<file path="src/rtl/core/sdes_ctr_pkg.sv">
package sdes_ctr_pkg;

  // Configuration register indexes.
  localparam logic CfgCipherKey    = 1'b0;
  localparam logic CfgStartCounter = 1'b1;

  localparam int unsigned KeyW  = 10;
  localparam int unsigned ByteW = 8;
  localparam int unsigned CfgW  = 10;

  // One byte on its way from the front end to the keystream stage.
  typedef struct packed {
    logic [ByteW-1:0] data_byte;
    logic [ByteW-1:0] counter;
  } mid_item_t;

  // Permutation tables: output bit i (1 = MSB) takes input bit tab[i] (1 = MSB).
  localparam int unsigned P10Tab[10] = '{3, 5, 2, 7, 4, 10, 1, 9, 8, 6};
  localparam int unsigned P8Tab[8]   = '{6, 3, 7, 4, 8, 5, 10, 9};
  localparam int unsigned IpTab[8]   = '{2, 6, 3, 1, 4, 8, 5, 7};
  localparam int unsigned IpiTab[8]  = '{4, 1, 3, 5, 7, 2, 8, 6};
  localparam int unsigned EpTab[8]   = '{4, 1, 2, 3, 2, 3, 4, 1};
  localparam int unsigned P4Tab[4]   = '{2, 4, 3, 1};

  // Substitution boxes, indexed by row and then column.
  localparam logic [1:0] Sbox0[4][4] = '{
    '{2'd1, 2'd0, 2'd3, 2'd2},
    '{2'd3, 2'd2, 2'd1, 2'd0},
    '{2'd0, 2'd2, 2'd1, 2'd3},
    '{2'd3, 2'd1, 2'd3, 2'd2}
  };
  localparam logic [1:0] Sbox1[4][4] = '{
    '{2'd0, 2'd1, 2'd2, 2'd3},
    '{2'd2, 2'd0, 2'd1, 2'd3},
    '{2'd3, 2'd0, 2'd1, 2'd0},
    '{2'd2, 2'd1, 2'd0, 2'd3}
  };

  function automatic logic [9:0] perm_p10(input logic [9:0] v);
    logic [9:0] r;
    r = '0;
    for (int i = 0; i < 10; i++) begin
      r[9-i] = v[10-P10Tab[i]];
    end
    return r;
  endfunction

  function automatic logic [7:0] perm_p8(input logic [9:0] v);
    logic [7:0] r;
    r = '0;
    for (int i = 0; i < 8; i++) begin
      r[7-i] = v[10-P8Tab[i]];
    end
    return r;
  endfunction

  function automatic logic [7:0] perm_ip(input logic [7:0] v);
    logic [7:0] r;
    r = '0;
    for (int i = 0; i < 8; i++) begin
      r[7-i] = v[8-IpTab[i]];
    end
    return r;
  endfunction

  function automatic logic [7:0] perm_ipi(input logic [7:0] v);
    logic [7:0] r;
    r = '0;
    for (int i = 0; i < 8; i++) begin
      r[7-i] = v[8-IpiTab[i]];
    end
    return r;
  endfunction

  function automatic logic [7:0] perm_ep(input logic [3:0] v);
    logic [7:0] r;
    r = '0;
    for (int i = 0; i < 8; i++) begin
      r[7-i] = v[4-EpTab[i]];
    end
    return r;
  endfunction

  function automatic logic [3:0] perm_p4(input logic [3:0] v);
    logic [3:0] r;
    r = '0;
    for (int i = 0; i < 4; i++) begin
      r[3-i] = v[4-P4Tab[i]];
    end
    return r;
  endfunction

  // Feistel round function: expand, mix in the subkey, substitute, permute.
  function automatic logic [3:0] fround(input logic [3:0] half, input logic [7:0] sk);
    logic [7:0] x;
    logic [1:0] r0, c0, r1, c1;
    x  = perm_ep(half) ^ sk;
    r0 = {x[7], x[4]};
    c0 = x[6:5];
    r1 = {x[3], x[0]};
    c1 = x[2:1];
    return perm_p4({Sbox0[r0][c0], Sbox1[r1][c1]});
  endfunction

  // S-DES encryption of one block; both subkeys come straight from the key.
  function automatic logic [7:0] sdes_encrypt(input logic [7:0] blk,
                                              input logic [KeyW-1:0] key);
    logic [9:0] k10;
    logic [4:0] lh1, rh1, lh3, rh3;
    logic [7:0] k1, k2, ip;
    logic [3:0] l1, l2;
    k10 = perm_p10(key);
    lh1 = {k10[8:5], k10[9]};
    rh1 = {k10[3:0], k10[4]};
    lh3 = {lh1[2:0], lh1[4:3]};
    rh3 = {rh1[2:0], rh1[4:3]};
    k1  = perm_p8({lh1, rh1});
    k2  = perm_p8({lh3, rh3});
    ip  = perm_ip(blk);
    l1  = ip[7:4] ^ fround(ip[3:0], k1);
    l2  = ip[3:0] ^ fround(l1, k2);
    return perm_ipi({l2, l1});
  endfunction

endpackage

</file>
<file path="src/rtl/core/sdes_ctr_fifo.sv">
module sdes_ctr_fifo #(
  parameter int unsigned Width = 16,
  parameter int unsigned Depth = 2
) (
  input  logic             clk_i,
  input  logic             rst_ni,
  input  logic             push_i,
  input  logic [Width-1:0] data_i,
  output logic             full_o,
  input  logic             pop_i,
  output logic [Width-1:0] data_o,
  output logic             empty_o
);

  localparam int unsigned AddrW = (Depth > 1) ? $clog2(Depth) : 1;
  localparam int unsigned CntW  = $clog2(Depth + 1);

  logic [Width-1:0] mem_q [Depth];
  logic [AddrW-1:0] wr_ptr_q, wr_ptr_d, rd_ptr_q, rd_ptr_d;
  logic [CntW-1:0]  count_q, count_d;
  logic             do_push, do_pop;

  assign full_o  = (count_q == CntW'(Depth));
  assign empty_o = (count_q == '0);
  assign do_push = push_i & ~full_o;
  assign do_pop  = pop_i & ~empty_o;
  assign data_o  = mem_q[rd_ptr_q];

  // Pointer and fill count updates.
  always_comb begin
    wr_ptr_d = wr_ptr_q;
    rd_ptr_d = rd_ptr_q;
    count_d  = count_q;
    if (do_push) begin
      wr_ptr_d = (wr_ptr_q == AddrW'(Depth - 1)) ? '0 : wr_ptr_q + 1'b1;
    end
    if (do_pop) begin
      rd_ptr_d = (rd_ptr_q == AddrW'(Depth - 1)) ? '0 : rd_ptr_q + 1'b1;
    end
    if (do_push && !do_pop) begin
      count_d = count_q + 1'b1;
    end else if (do_pop && !do_push) begin
      count_d = count_q - 1'b1;
    end
  end

  always_ff @(posedge clk_i or negedge rst_ni) begin
    if (!rst_ni) begin
      wr_ptr_q <= '0;
      rd_ptr_q <= '0;
      count_q  <= '0;
    end else begin
      wr_ptr_q <= wr_ptr_d;
      rd_ptr_q <= rd_ptr_d;
      count_q  <= count_d;
    end
  end

  // Payload storage needs no reset.
  always_ff @(posedge clk_i) begin
    if (do_push) begin
      mem_q[wr_ptr_q] <= data_i;
    end
  end

endmodule

</file>
<file path="src/rtl/core/sdes_ctr_front.sv">
module sdes_ctr_front (
  input  logic                    clk_i,
  input  logic                    rst_ni,
  input  logic                    push_i,
  input  logic [7:0]              data_byte_i,
  input  logic                    restart_i,
  output logic                    full_o,
  input  logic [7:0]              start_counter_i,
  output logic                    mid_push_o,
  output sdes_ctr_pkg::mid_item_t mid_item_o,
  input  logic                    mid_full_i
);

  logic [7:0] counter_q, counter_d, counter_used;
  logic       accept;

  assign full_o       = mid_full_i;
  assign accept       = push_i & ~mid_full_i;
  assign mid_push_o   = accept;

  // A restart reloads the counter before this byte uses it.
  assign counter_used = restart_i ? start_counter_i : counter_q;
  assign counter_d    = accept ? counter_used + 8'd1 : counter_q;

  assign mid_item_o.data_byte = data_byte_i;
  assign mid_item_o.counter   = counter_used;

  always_ff @(posedge clk_i or negedge rst_ni) begin
    if (!rst_ni) begin
      counter_q <= '0;
    end else begin
      counter_q <= counter_d;
    end
  end

endmodule

</file>
<file path="src/rtl/core/sdes_ctr_back.sv">
module sdes_ctr_back (
  input  logic                            mid_empty_i,
  input  sdes_ctr_pkg::mid_item_t         mid_item_i,
  output logic                            mid_pop_o,
  input  logic [sdes_ctr_pkg::KeyW-1:0]   cipher_key_i,
  output logic                            out_push_o,
  output logic [7:0]                      out_byte_o,
  input  logic                            out_full_i
);

  logic [7:0] keystream;

  // Move one byte whenever there is one waiting and room behind.
  assign mid_pop_o  = ~mid_empty_i & ~out_full_i;
  assign out_push_o = mid_pop_o;

  // Keystream is the S-DES encryption of the counter.
  assign keystream  = sdes_ctr_pkg::sdes_encrypt(mid_item_i.counter, cipher_key_i);
  assign out_byte_o = mid_item_i.data_byte ^ keystream;

endmodule

</file>
<file path="src/rtl/core/sdes_counter_mode_cipher_core.sv">
// Channel   | Handshake          | Payload
// ----------+--------------------+-------------------------------------
// input     | push / full        | data_byte_i[7:0], restart_i
// result    | pop / empty        | out_byte_o[7:0]
// config    | cfg_we_i           | cfg_idx_i, cfg_wdata_i[9:0]
//
// One byte per cycle when nothing stalls; each byte is registered in both
// queues. The front end owns the counter; the keystream stage encrypts it.
// Reset clears the key, the start value, the counter and both queues.
// Either side may stall: the queues between the stages absorb back pressure.
module sdes_counter_mode_cipher_core #(
  parameter int unsigned QueueDepth = 2
) (
  input  logic                              clk_i,
  input  logic                              rst_ni,
  input  logic                              push,
  output logic                              full,
  input  logic [7:0]                        data_byte_i,
  input  logic                              restart_i,
  output logic                              empty,
  input  logic                              pop,
  output logic [7:0]                        out_byte_o,
  input  logic                              cfg_we_i,
  input  logic                              cfg_idx_i,
  input  logic [sdes_ctr_pkg::CfgW-1:0]     cfg_wdata_i
);

  localparam int unsigned MidW = $bits(sdes_ctr_pkg::mid_item_t);

  logic [sdes_ctr_pkg::KeyW-1:0] cipher_key_q, cipher_key_d;
  logic [7:0]                    start_counter_q, start_counter_d;

  logic                    mid_push, mid_full, mid_pop, mid_empty;
  sdes_ctr_pkg::mid_item_t mid_in, mid_out;
  logic [MidW-1:0]         mid_out_bits;
  logic                    out_push, out_full;
  logic [7:0]              out_byte_new;

  // Configuration register decode.
  always_comb begin
    cipher_key_d    = cipher_key_q;
    start_counter_d = start_counter_q;
    if (cfg_we_i) begin
      unique case (cfg_idx_i)
        sdes_ctr_pkg::CfgCipherKey:    cipher_key_d    = cfg_wdata_i[sdes_ctr_pkg::KeyW-1:0];
        sdes_ctr_pkg::CfgStartCounter: start_counter_d = cfg_wdata_i[7:0];
        default: ;
      endcase
    end
  end

  always_ff @(posedge clk_i or negedge rst_ni) begin
    if (!rst_ni) begin
      cipher_key_q    <= '0;
      start_counter_q <= '0;
    end else begin
      cipher_key_q    <= cipher_key_d;
      start_counter_q <= start_counter_d;
    end
  end

  // Front end: accepts bytes and assigns counter values.
  sdes_ctr_front u_front (
    .clk_i           (clk_i),
    .rst_ni          (rst_ni),
    .push_i          (push),
    .data_byte_i     (data_byte_i),
    .restart_i       (restart_i),
    .full_o          (full),
    .start_counter_i (start_counter_q),
    .mid_push_o      (mid_push),
    .mid_item_o      (mid_in),
    .mid_full_i      (mid_full)
  );

  // Queue between front end and keystream stage.
  sdes_ctr_fifo #(
    .Width (MidW),
    .Depth (QueueDepth)
  ) u_mid_queue (
    .clk_i   (clk_i),
    .rst_ni  (rst_ni),
    .push_i  (mid_push),
    .data_i  (mid_in),
    .full_o  (mid_full),
    .pop_i   (mid_pop),
    .data_o  (mid_out_bits),
    .empty_o (mid_empty)
  );

  assign mid_out = sdes_ctr_pkg::mid_item_t'(mid_out_bits);

  // Keystream stage.
  sdes_ctr_back u_back (
    .mid_empty_i  (mid_empty),
    .mid_item_i   (mid_out),
    .mid_pop_o    (mid_pop),
    .cipher_key_i (cipher_key_q),
    .out_push_o   (out_push),
    .out_byte_o   (out_byte_new),
    .out_full_i   (out_full)
  );

  // Result queue facing the consumer.
  sdes_ctr_fifo #(
    .Width (8),
    .Depth (QueueDepth)
  ) u_out_queue (
    .clk_i   (clk_i),
    .rst_ni  (rst_ni),
    .push_i  (out_push),
    .data_i  (out_byte_new),
    .full_o  (out_full),
    .pop_i   (pop),
    .data_o  (out_byte_o),
    .empty_o (empty)
  );

endmodule

</file>
<file path="config.mk">
export PLATFORM = sky130hd
export DESIGN_NAME = sdes_counter_mode_cipher_core
export DESIGN_NICKNAME = d
export VERILOG_FILES = /design/src/rtl/core/sdes_ctr_pkg.sv /design/src/rtl/core/sdes_ctr_fifo.sv /design/src/rtl/core/sdes_ctr_front.sv /design/src/rtl/core/sdes_ctr_back.sv /design/src/rtl/core/sdes_counter_mode_cipher_core.sv
export SDC_FILE = /design/constraint.sdc
export NUM_CORES = 1
export LEC_CHECK = 0
export BUFFER_PORTS_ARGS = -buffer_cell sky130_fd_sc_hd__buf_2
export CAP_MARGIN = 15
export CORE_ASPECT_RATIO = 0.9
export CORE_MARGIN = 3
export CORE_UTILIZATION = 45
export DETAILED_ROUTE_END_ITERATION = 8
export HOLD_SLACK_MARGIN = 0.06
export PLACE_DENSITY = 0.59
export SETUP_SLACK_MARGIN = 0.4
export SYNTH_ARGS = -nofsm -noshare
export SYNTH_HDL_FRONTEND = slang
export SYNTH_HIERARCHICAL = 1
export SYNTH_SLANG_ARGS = --single-unit
</file>
<file path="constraint.sdc">
create_clock -name clk_i -period 8.2 [get_ports clk_i]
set_input_delay 0.82 -clock clk_i [delete_from_list [all_inputs] [get_ports clk_i]]
set_output_delay 0.82 -clock clk_i [all_outputs]
set_load 0.01 [all_outputs]
</file>
==> Word level (Yosys, flattened, before mapping) <==
Memories as Yosys holds them, arrays and structs flattened.
Cells that the tools add are included.
{ "word_totals": {"reg_bits": 34, "latch_bits": 0, "ramBits": 48, "romBits": 0, "out_inout_bits": 10, "n_memories": 2} }
{ "memory_table": {"columns": ["memory", "depth", "width", "read_ports", "rd_ports_with_merged_regs", "write_ports", "line_no", "rtl"], "rows": [
  ["u_mid_queue.mem_q", 2, 16, 1, 0, 1, "sdes_ctr_fifo.sv:18", "logic [Width-1:0] mem_q [Depth];"],
  ["u_out_queue.mem_q", 2, 8, 1, 0, 1, "sdes_ctr_fifo.sv:18", null]
]} }
{ "op_classes": {"addsub": 9, "mul": 0, "div": 0, "n_lt_le_gt_ge": 8, "n_eq_ne": 2, "shifts": 0, "n_mux": 37, "bitwise": 24, "reduce_logical": 14} }
{ "op_table": {"columns": ["op", "n"], "rows": [
  ["8-bit two-way mux", 9],
  ["8-bit binary-select mux with 2-bit select", 4],
  ["3-bit greater-or-equal comparator (second input constant)", 8],
  ["2-bit two-way mux", 12],
  ["2-bit NOT with 3-bit output", 8],
  ["8-bit bitwise XOR", 3],
  ["2-bit binary-select mux with 2-bit select", 4],
  ["8-bit by 1-bit adder with 8-bit output (second input constant)", 1],
  ["1-bit two-way mux", 8],
  ["4-bit bitwise XOR", 2],
  ["1-bit bitwise AND", 6],
  ["1-bit NOT", 5],
  ["1-bit adder (second input constant)", 4],
  ["2-bit by 1-bit adder with 2-bit output (second input constant)", 2],
  ["2-bit == test (second input constant)", 2],
  ["1-bit logical AND", 4],
  ["1-bit zero test", 4],
  ["2-bit zero test", 2],
  ["2-bit AND reduction", 2],
  ["2-bit nonzero test", 2],
  ["2-bit by 1-bit subtractor with 2-bit output (second input constant)", 2]
]} }

==> Longest topological paths before layout <==
Gate-level depths: netlist of run 1.
An unclocked memory read counts as a cell.
{ "logic_depth": {"word_depth": 20, "mapped_depth": 15, "ltp_nobuf": 13} }

==> By module <==
The synthesis of run 1 kept the hierarchy.
{ "modules_own_cells": {"columns": ["module", "instances", "cells_per_inst", "area_per_inst_um2", "seq_area_each_um2"], "rows": [
  ["sdes_ctr_fifo (u_mid_queue)", 1, 69, 1402.6, 1061.0],
  ["sdes_ctr_back", 1, 97, 910.9, 0.0],
  ["sdes_ctr_fifo (u_out_queue)", 1, 44, 782.0, 580.6],
  ["sdes_counter_mode_cipher_core", 1, 39, 721.9, 450.4],
  ["sdes_ctr_front", 1, 63, 639.4, 200.2]
]} }

==> Worst setup path before layout of run 1 <==
Ideal clock, no wire load.
{ "synth_path": {"kind": "register -> register", "start": "reg u_mid_queue.rd_ptr_q", "end": "mem u_out_queue.mem_q[0][7] (data pin)", "arrival_time_ns": 3.053, "required_time_ns": 7.936, "path_slack_ns": 4.883, "stages_incl_launch_ff": 15, "n_path_buf": 2, "path_cell_list": "dfrtp_1 > buf_6 > buf_12 > mux2_4 > xnor2_1 > ha_1 > o21ai_0 > o32ai_4 > xnor2_2 > inv_1 > ha_1 > a31o_2 > a21oi_1 > a31oi_1 > xnor2_1"} }
{ "synth_lines": {"columns": ["item", "line_no", "rtl"], "rows": [
  ["from (decl)", "sdes_ctr_fifo.sv:19", "logic [AddrW-1:0] wr_ptr_q, wr_ptr_d, rd_ptr_q, rd_ptr_d;"],
  ["from (signal assigned)", "sdes_ctr_fifo.sv:54", "rd_ptr_q <= rd_ptr_d;"],
  ["to (decl)", "sdes_ctr_fifo.sv:18", null]
]} }

==> results.tsv, run 1 <==
metric	value	unit
status	finished, final reports clean	
# nets final	370	
hold buffer count at CTS	0	
worst setup path class	flop to flop	
post-CTS resize count	0	
Syn Area/Cell	14.3	um2
hold depth	1	
leading area contributor after synthesis	edfxtp_1	
TritonCTS Buffers	9	
die height	100	um
EDFF count, synth	48	
CP startpoint kind	flop	
clock insertion delay at the later pin of the skew report	0.35	ns
pre-CTS setup slack	4.26	ns
Setup WS post-layout	4.23	ns
Synth-to-Final Area Change	8.00	%
Crit. End Element	flop	
Syn Inst Count	312	
drt initial violations	67	
Detailed Route WL	7.61	mm
GRT overflow	0	
Slew Limit Fails	0	
ant diodes	0	
clk buf depth	2	
total negative setup slack	0	ns
Rows	33	
maximum vdd drop	254	uV
router iterations before antenna repair	4	
P per Cell Area	477	nW/um2
synthesized area	4460	um2
synthesized flop and latch total	82	
clk root buf	clkbuf_8	
Die Area	11100	um2
Critical Path RT	8.29	ns
Synth area leaders	edfxtp_1, dfrtp_1, mux2_4	
gpl congestion	0.852	
Worst path slowest cell	dfrtp_1	
WL/cell	16.3	um
RSZ-0062 raised after global routing	false	
initial core utilization	47.6	%
Top Ports	35	
CP max stage delay	0.92	ns
first-pass GRT wire length	12.7	mm
ys async rst share	41.5	%
sequential area share after synthesis	51.4	%
WP data arrival	4.06	ns
min cycle time layout	3.97	ns
top-area cell type share of the netlist area	32.3	%
initial antenna violation count	0	
relative slew slack	41.8	%
layout cell share with drive strength beyond 1	33.1	%
Synth Warn #	6	
Yosys cell types	57	
Via density	4.94	
Via Count	2303	
Post-CTS Setup Inserts	0	
Post-synth top flop	edfxtp_1	
Overall Global Routing Usage	14.9	%
Worst-Margin Slew	0.872	ns
CTS H-tree depth	3	
post-route ant nets	0	
Max Freq	252	MHz
Reg2Reg Setup Slack	4.23	ns
clk sinks	82	
largest net degree at the start of global routing	35	
Reg2Reg Depth	13	
static leakage power	1.94	nW
skew final	0.0102	ns
Final Total Pwr	2.30	mW
final hold vios	0	
Tcrit/Tclk final	48.4	%
cell chain of the critical path	mux2_2 > xnor2_4 > inv_1 > ha_1 > o21ai_0 > o32ai_4 > xnor2_2 > inv_1 > ha_1 > a31o_2 > a21oi_1 > a31oi_1 > xnor2_1	
CTS tree	built	
DP Wirelength	5.67	mm
FILL cells	824	
# DRC	0	
vias in the first global route	2432	
die width	111	um
setup violators final	0	
HP Class	flop to flop	
CP Max Fanout	17	
PortBufs	34	
Core ar.	9370	um2
max-cap violations	0	
Clock transition at path regs	0.09	ns
Syn Nets	343	
[critical path: cells and delay by family, from the launching register on]
| kind | cells | cell delay [ns] |
|---|---|---|
| flops | 1 | 0.92 |
| compound gates | 5 | 0.86 |
| xor+xnor | 3 | 0.63 |
| fa+ha+maj | 2 | 0.56 |
| mux | 1 | 0.53 |
| buf+inv | 2 | 0.22 |
[through the flow]
stage | cells | util [%] | area, um2 | hold slack, ns
detailed placement | 450 | 49.3 | 4620 | 0.485
CTS | 466 | 51.4 | 4810 | 0.501
finish | 466 | 51.4 | 4810 | 0.497
global placement | 450 | 49.3 | 4620 | 0.471
floorplan | 312 | - | 4460 | 0.453
global route | 466 | 51.4 | 4810 | 0.531
[registers in the layout, indices dropped and copies added, names as in the netlist]
signal	count
u_front/counter_q	8
u_mid_queue/wr_ptr_q	1
start_counter_q	8
u_mid_queue/mem_q	32
cipher_key_q	10
u_mid_queue/rd_ptr_q	1
u_out_queue/count_q	2
u_out_queue/rd_ptr_q	1
u_mid_queue/count_q	2
u_out_queue/mem_q	16
u_out_queue/wr_ptr_q	1
[per-layer routing]
metal / routed length (um) / track usage (%) / share of wire, %
met5: 0 / 0 / 0
met4: 48 / 4.07 / 0.63
met3: 218 / 4.10 / 2.9
met2: 3580 / 24.0 / 47
met1: 3760 / 20.1 / 49
[path summary, 6_finish.rpt]
path	from	to
worst max-delay path	u_mid_queue/rd_ptr_q	u_out_queue/mem_q[1][7]
worst max register to register	u_mid_queue/rd_ptr_q	u_out_queue/mem_q[1][7]
worst min register to register	u_mid_queue/wr_ptr_q	u_mid_queue/wr_ptr_q
min in group asynchronous	rst_ni	u_front/counter_q[6]
worst min-delay path	u_mid_queue/wr_ptr_q	u_mid_queue/wr_ptr_q
max in group asynchronous	rst_ni	start_counter_q[0]
[placed cells by master, fill, tap and decap left out, drive strengths merged, types with 10 or more instances in the layout]
cell,instances
clkbuf,10
mux2,50
dfrtp,34
buf,35
inv,11
edfxtp,48
nand2,13
xnor2,33
xor2,22
[cell type report]
| class | count | area (um2) | area share (%) |
|---|---|---|---|
| Sequential cell | 82 | 2290 | 47.6 |
| Multi-Input combinational cell | 201 | 1960 | 40.7 |
| Inverter | 10 | 37.5 | 0.780 |
| Tap cell | 122 | 153 | 3.17 |
| Timing Repair Buffer | 35 | 178 | 3.69 |
| Clock inverter | 6 | 66.3 | 1.38 |
| Clock buffer | 10 | 128 | 2.65 |
[cell usage after synthesis (4+ instances only)]
| cell type | instances |
|---|---|
| nand2b_1 | 4 |
| nor2_1 | 9 |
| ha_1 | 6 |
| inv_1 | 10 |
| xnor2_1 | 30 |
| dfrtp_1 | 34 |
| mux2_2 | 24 |
| buf_4 | 11 |
| mux2i_1 | 7 |
| nand2_1 | 11 |
| nand3_1 | 5 |
| mux2_1 | 6 |
| o21ai_0 | 4 |
| edfxtp_1 | 48 |
| buf_6 | 5 |
| mux2_4 | 20 |
| xor2_1 | 19 |
| o21ai_1 | 5 |
[power breakdown]
part           total (mW)  switching [mW]  internal, mW
registers           0.785          0.0979         0.688
logic                1.23           0.632         0.597
clock network       0.284           0.143         0.141
total                2.30           0.873          1.43
[cells by family after synthesis]
group / count (synthesis) / share of synthesized area, %
multiplexers: 58 / 16.4
buffers and inverters: 29 / 4.60
XOR/XNOR: 58 / 14.0
AO/OA/AOI/OAI: 26 / 5.14
AND/OR/NAND/NOR: 53 / 6.79
adder cells (fa/ha/maj): 6 / 1.68
flip-flops: 82 / 51.4
(Power assumes the default switching activity.)
==> inputs of run 2 (changes only) <==
Clock period 8.2 ns to 4 ns, I/O delays scaled along.
==> results.tsv, run 2 (same netlist as run 1, synthesis figures left out) <==
metric	value	unit
Post-CTS Setup Inserts	0	
largest net degree at the start of global routing	35	
leading cell type in the layout, fill and taps excluded	edfxtp_1	
Largest register FFs	32	
worst setup path class	flop to flop	
CP startpoint kind	flop	
initial antenna violation count	0	
ant diodes	0	
global-route met1 utilization	20.9	%
static leakage power	1.94	nW
Tcrit/Tclk final	84.5	%
Rows	33	
Core ar.	9370	um2
GRT met2 Usage	24.7	%
WL/cell	17.0	um
clock insertion delay at the later pin of the skew report	0.35	ns
GRT overflow	0	
largest reg by FF count	u_mid_queue/mem_q	
min cycle time layout	3.38	ns
skew final	0.0126	ns
# DRC	0	
reg2reg end	u_out_queue/mem_q[0][7]	
initial core utilization	47.6	%
Slew Limit Fails	0	
first-pass GRT wire length	13.0	mm
Clock transition at path regs	0.09	ns
HP Class	input port to asynchronous set/reset pin	
r2r startpoint	u_mid_queue/rd_ptr_q	
Critical Path RT	4.09	ns
# nets final	371	
clk root buf	clkbuf_8	
status	finished, final reports clean	
busiest grt layer	met2	
clk buf depth	2	
WP data arrival	3.47	ns
Max Freq	296	MHz
final hold vios	0	
max-cap violations	0	
most frequent cells in the layout	edfxtp_1, dfrtp_1, buf_2	
CP Max Fanout	6	
Crit. End Element	flop	
layout cell share with drive strength beyond 1	33.6	%
DP Wirelength	5.88	mm
Reg2Reg Setup Slack	0.62	ns
FILL cells	844	
relative slew slack	46.1	%
die height	100	um
clk sinks	82	
M3 GR Usage	3.92	%
total negative setup slack	0	ns
hold buffer count at CTS	0	
Overall Global Routing Usage	15.4	%
post-route ant nets	0	
gpl congestion	0.808	
RSZ-0062 raised after global routing	false	
Via density	5.07	
Detailed Route WL	7.93	mm
Reg2Reg Depth	13	
post-CTS resize count	0	
Die Area	11100	um2
drt initial violations	85	
router iterations before antenna repair	4	
CTS H-tree depth	3	
Setup WS post-layout	0.621	ns
setup violators final	0	
Worst-Margin Slew	0.809	ns
TritonCTS Buffers	9	
pre-CTS setup slack	0.518	ns
maximum vdd drop	513	uV
die width	111	um
P per Cell Area	979	nW/um2
largest registers	u_mid_queue/mem_q (32), u_out_queue/mem_q (16), cipher_key_q (10)	
PortBufs	34	
vias in the first global route	2432	
Via Count	2367	
CTS tree	built	
Synth-to-Final Area Change	7.64	%
Top Ports	35	
-- run 2: cell count changes in the layout (fill, tap and decap cells not counted) --
cell,previous run,this run
inv_4,0,1
bufinv_16,1,0
clkinv_1,1,0
clkinvlp_4,2,3
buf_4,1,2
o21ai_1,5,6
o21ai_0,4,3
clkinv_4,1,0
clkinv_2,0,1
-- run 2: how the worst max path moves through the flow --
stage	cells past startpoint	slack (ns)	from	to
finish	13	0.62	u_mid_queue/rd_ptr_q	u_out_queue/mem_q[0][7]
global route	13	0.47	u_mid_queue/rd_ptr_q	u_out_queue/mem_q[1][7]
CTS	13	0.51	u_mid_queue/rd_ptr_q	u_out_queue/mem_q[1][7]
detailed placement	13	0.52	u_mid_queue/rd_ptr_q	u_out_queue/mem_q[1][7]
global placement	13	0.65	u_mid_queue/rd_ptr_q	u_out_queue/mem_q[0][7]
floorplan	14	0.68	u_mid_queue/rd_ptr_q	u_out_queue/mem_q[0][7]
-- run 2: per-layer routing --
layer / vias up / wire length (um)
li1: 1162 / -
met1: 1162 / 3860
met2: 35 / 3770
met3: 8 / 201
met4: 0 / 93
met5: - / 0
-- run 2: critical path, cell delays in order (launching register included) --
cell     delay (ns)
dfrtp_1        0.45
mux2_2         0.47
xnor2_4        0.22
inv_1          0.13
ha_1           0.30
o21ai_1        0.21
o32ai_4        0.15
xnor2_2        0.27
inv_1          0.10
ha_1           0.29
a31o_2         0.21
a21oi_1        0.11
a31oi_1        0.06
xnor2_1        0.15
-- run 2: cell type report --
class | instances | area (um2) | area share [%]
inverters | 10 | 37.5 | 0.782
multi-input cells | 201 | 1960 | 40.8
flip-flops and latches | 82 | 2290 | 47.8
clock inverters | 6 | 42.5 | 0.887
well taps | 122 | 153 | 3.18
clock buffers | 10 | 128 | 2.66
repair buffers | 36 | 185 | 3.86
-- run 2: power by group --
part	total (mW)	internal, mW	switching, mW
combinational	2.59	1.23	1.36
sequential	1.58	1.41	0.171
clock	0.526	0.227	0.299
-- run 2: through the flow --
stage               cells  utilization (%)  cell area, um2  hold WS, ns  power [mW]
floorplan             312                -            4460        0.104        3.73
global placement      451             49.4            4630        0.461        4.14
detailed placement    451             49.4            4630        0.480        4.21
CTS                   467             51.2            4800        0.145        4.77
global route          467             51.2            4800        0.163        5.08
finish                467             51.2            4800        0.128        4.70
==> inputs of run 3 (changes only) <==
Settings changed: PLACE_DENSITY 0.59 to 0.61.
Clock period 4 ns to 3 ns, I/O delays scaled along.
==> results.tsv, run 3 (same netlist as run 1, synthesis figures left out) <==
metric	value	unit
status	finished, final reports clean	
setup violators final	0	
RSZ-0062 raised after global routing	true	
Max Freq	346	MHz
min-delay src	data_byte_i[1]	
Clock transition at path regs	0.09	ns
post-route insts no fill	499	
gpl congestion	0.804	
Overall Global Routing Usage	15.2	%
r2r startpoint	u_mid_queue/rd_ptr_q	
Synth-to-Final Area Change	18.8	%
largest reg by FF count	u_mid_queue/mem_q	
pre-CTS setup slack	0.0508	ns
Rows	33	
router iterations before antenna repair	5	
clk sinks	82	
Core ar.	9370	um2
most frequent cells in the layout	edfxtp_1, buf_2, dfrtp_1	
vias in the first global route	2548	
initial core utilization	47.6	%
leading cell type in the layout, fill and taps excluded	edfxtp_1	
largest net degree at the start of global routing	35	
Worst setup startpoint	u_mid_queue/rd_ptr_q	
max-cap violations	0	
HP Class	input port to flop	
largest registers	u_mid_queue/mem_q (32), u_out_queue/mem_q (16), cipher_key_q (10)	
clock insertion delay at the later pin of the skew report	0.35	ns
WP data arrival	3.00	ns
clk buf depth	2	
DP Wirelength	5.92	mm
Detailed Route WL	8.20	mm
# nets final	403	
initial antenna violation count	0	
Critical Path RT	3.10	ns
relative slew slack	44.7	%
final hold vios	0	
TritonCTS Buffers	9	
post-route ant nets	0	
ant diodes	0	
min cycle time layout	2.89	ns
GRT overflow	0	
Worst path slowest cell	dfrtp_2	
WL/cell	16.4	um
# DRC	0	
CP startpoint kind	flop	
CTS tree	built	
die height	100	um
PortBufs	34	
Die Area	11100	um2
Tcrit/Tclk final	96.5	%
Worst-Margin Slew	0.827	ns
Slew Limit Fails	0	
first-pass GRT wire length	13.0	mm
Largest register FFs	32	
Placed Cells	464	
skew final	0.0112	ns
layout cell share with drive strength beyond 1	45.6	%
Via density	5.03	
Top Ports	35	
die width	111	um
Via Count	2508	
clk root buf	clkbuf_8	
Setup WS post-layout	0.106	ns
CP Max Fanout	5	
drt initial violations	92	
worst setup path class	flop to flop	
Crit. End Element	flop	
cell chain of the critical path	mux2_4 > xnor2_4 > ha_4 > o21ai_4 > o32ai_4 > xnor2_2 > inv_1 > ha_1 > a31o_2 > a21oi_2 > a31oi_1 > xnor2_1	
CP max stage delay	0.46	ns
CTS H-tree depth	3	
[run 3: path summary, 6_finish.rpt]
kind,to,slack (ns),cells past startpoint
setup / recovery,u_out_queue/mem_q[0][7],0.11,12
min in group asynchronous,cipher_key_q[1],0.56,2
hold / removal,u_mid_queue/mem_q[0][9],0.14,1
hold reg to reg,u_front/counter_q[7],0.50,2
max in group asynchronous,u_mid_queue/rd_ptr_q,1.91,2
setup reg to reg,u_out_queue/mem_q[0][7],0.11,12
[run 3: final cells by class]
| class | count | area, um2 |
|---|---|---|
| fillers | 776 | 4080 |
| flip-flops and latches | 82 | 2290 |
| multi-input cells | 201 | 2170 |
| repair buffers | 68 | 443 |
| well taps | 122 | 153 |
| clock buffers | 9 | 124 |
| clock inverters | 7 | 76.3 |
| inverters | 10 | 37.5 |
[run 3: timing repair]
action	4_1_cts	5_1_grt
pin swaps	12	11
resized for setup	19	10
hold endpoints to repair	34	0
hold buffers	1	0
setup endpoints to repair	8	8
setup buffers	15	3
[run 3: per-stage QoR]
step                cell area (um2)  util, %  setup TNS [ns]  hold slack (ns)
global route                   5290     56.5          -0.114            0.113
CTS                            5220     55.6               0            0.115
finish                         5290     56.5               0            0.136
detailed placement             4770     50.9               0            0.437
global placement               4770     50.9               0            0.434
floorplan                      4510        -               0          0.00441
[run 3: critical path: cells and delay by family, from the launching register on]
family	cells	cell delay, ns
AO/OA/AOI/OAI	5	0.63
XOR/XNOR	3	0.56
adder cells (fa/ha/maj)	2	0.52
buffers and inverters	1	0.10
flip-flops	1	0.46
multiplexers	1	0.36
[run 3: per-layer routing]
metal	part of all wire, %	GRT usage, %
met1	47	20.2
met4	1.2	4.55
met3	3.9	3.98
met5	0	0
met2	48	24.9
Power of run 3 is left out: the tool's default activity adds up to more than one toggle a clock period on the data nets, which glitch-free logic cannot reach.
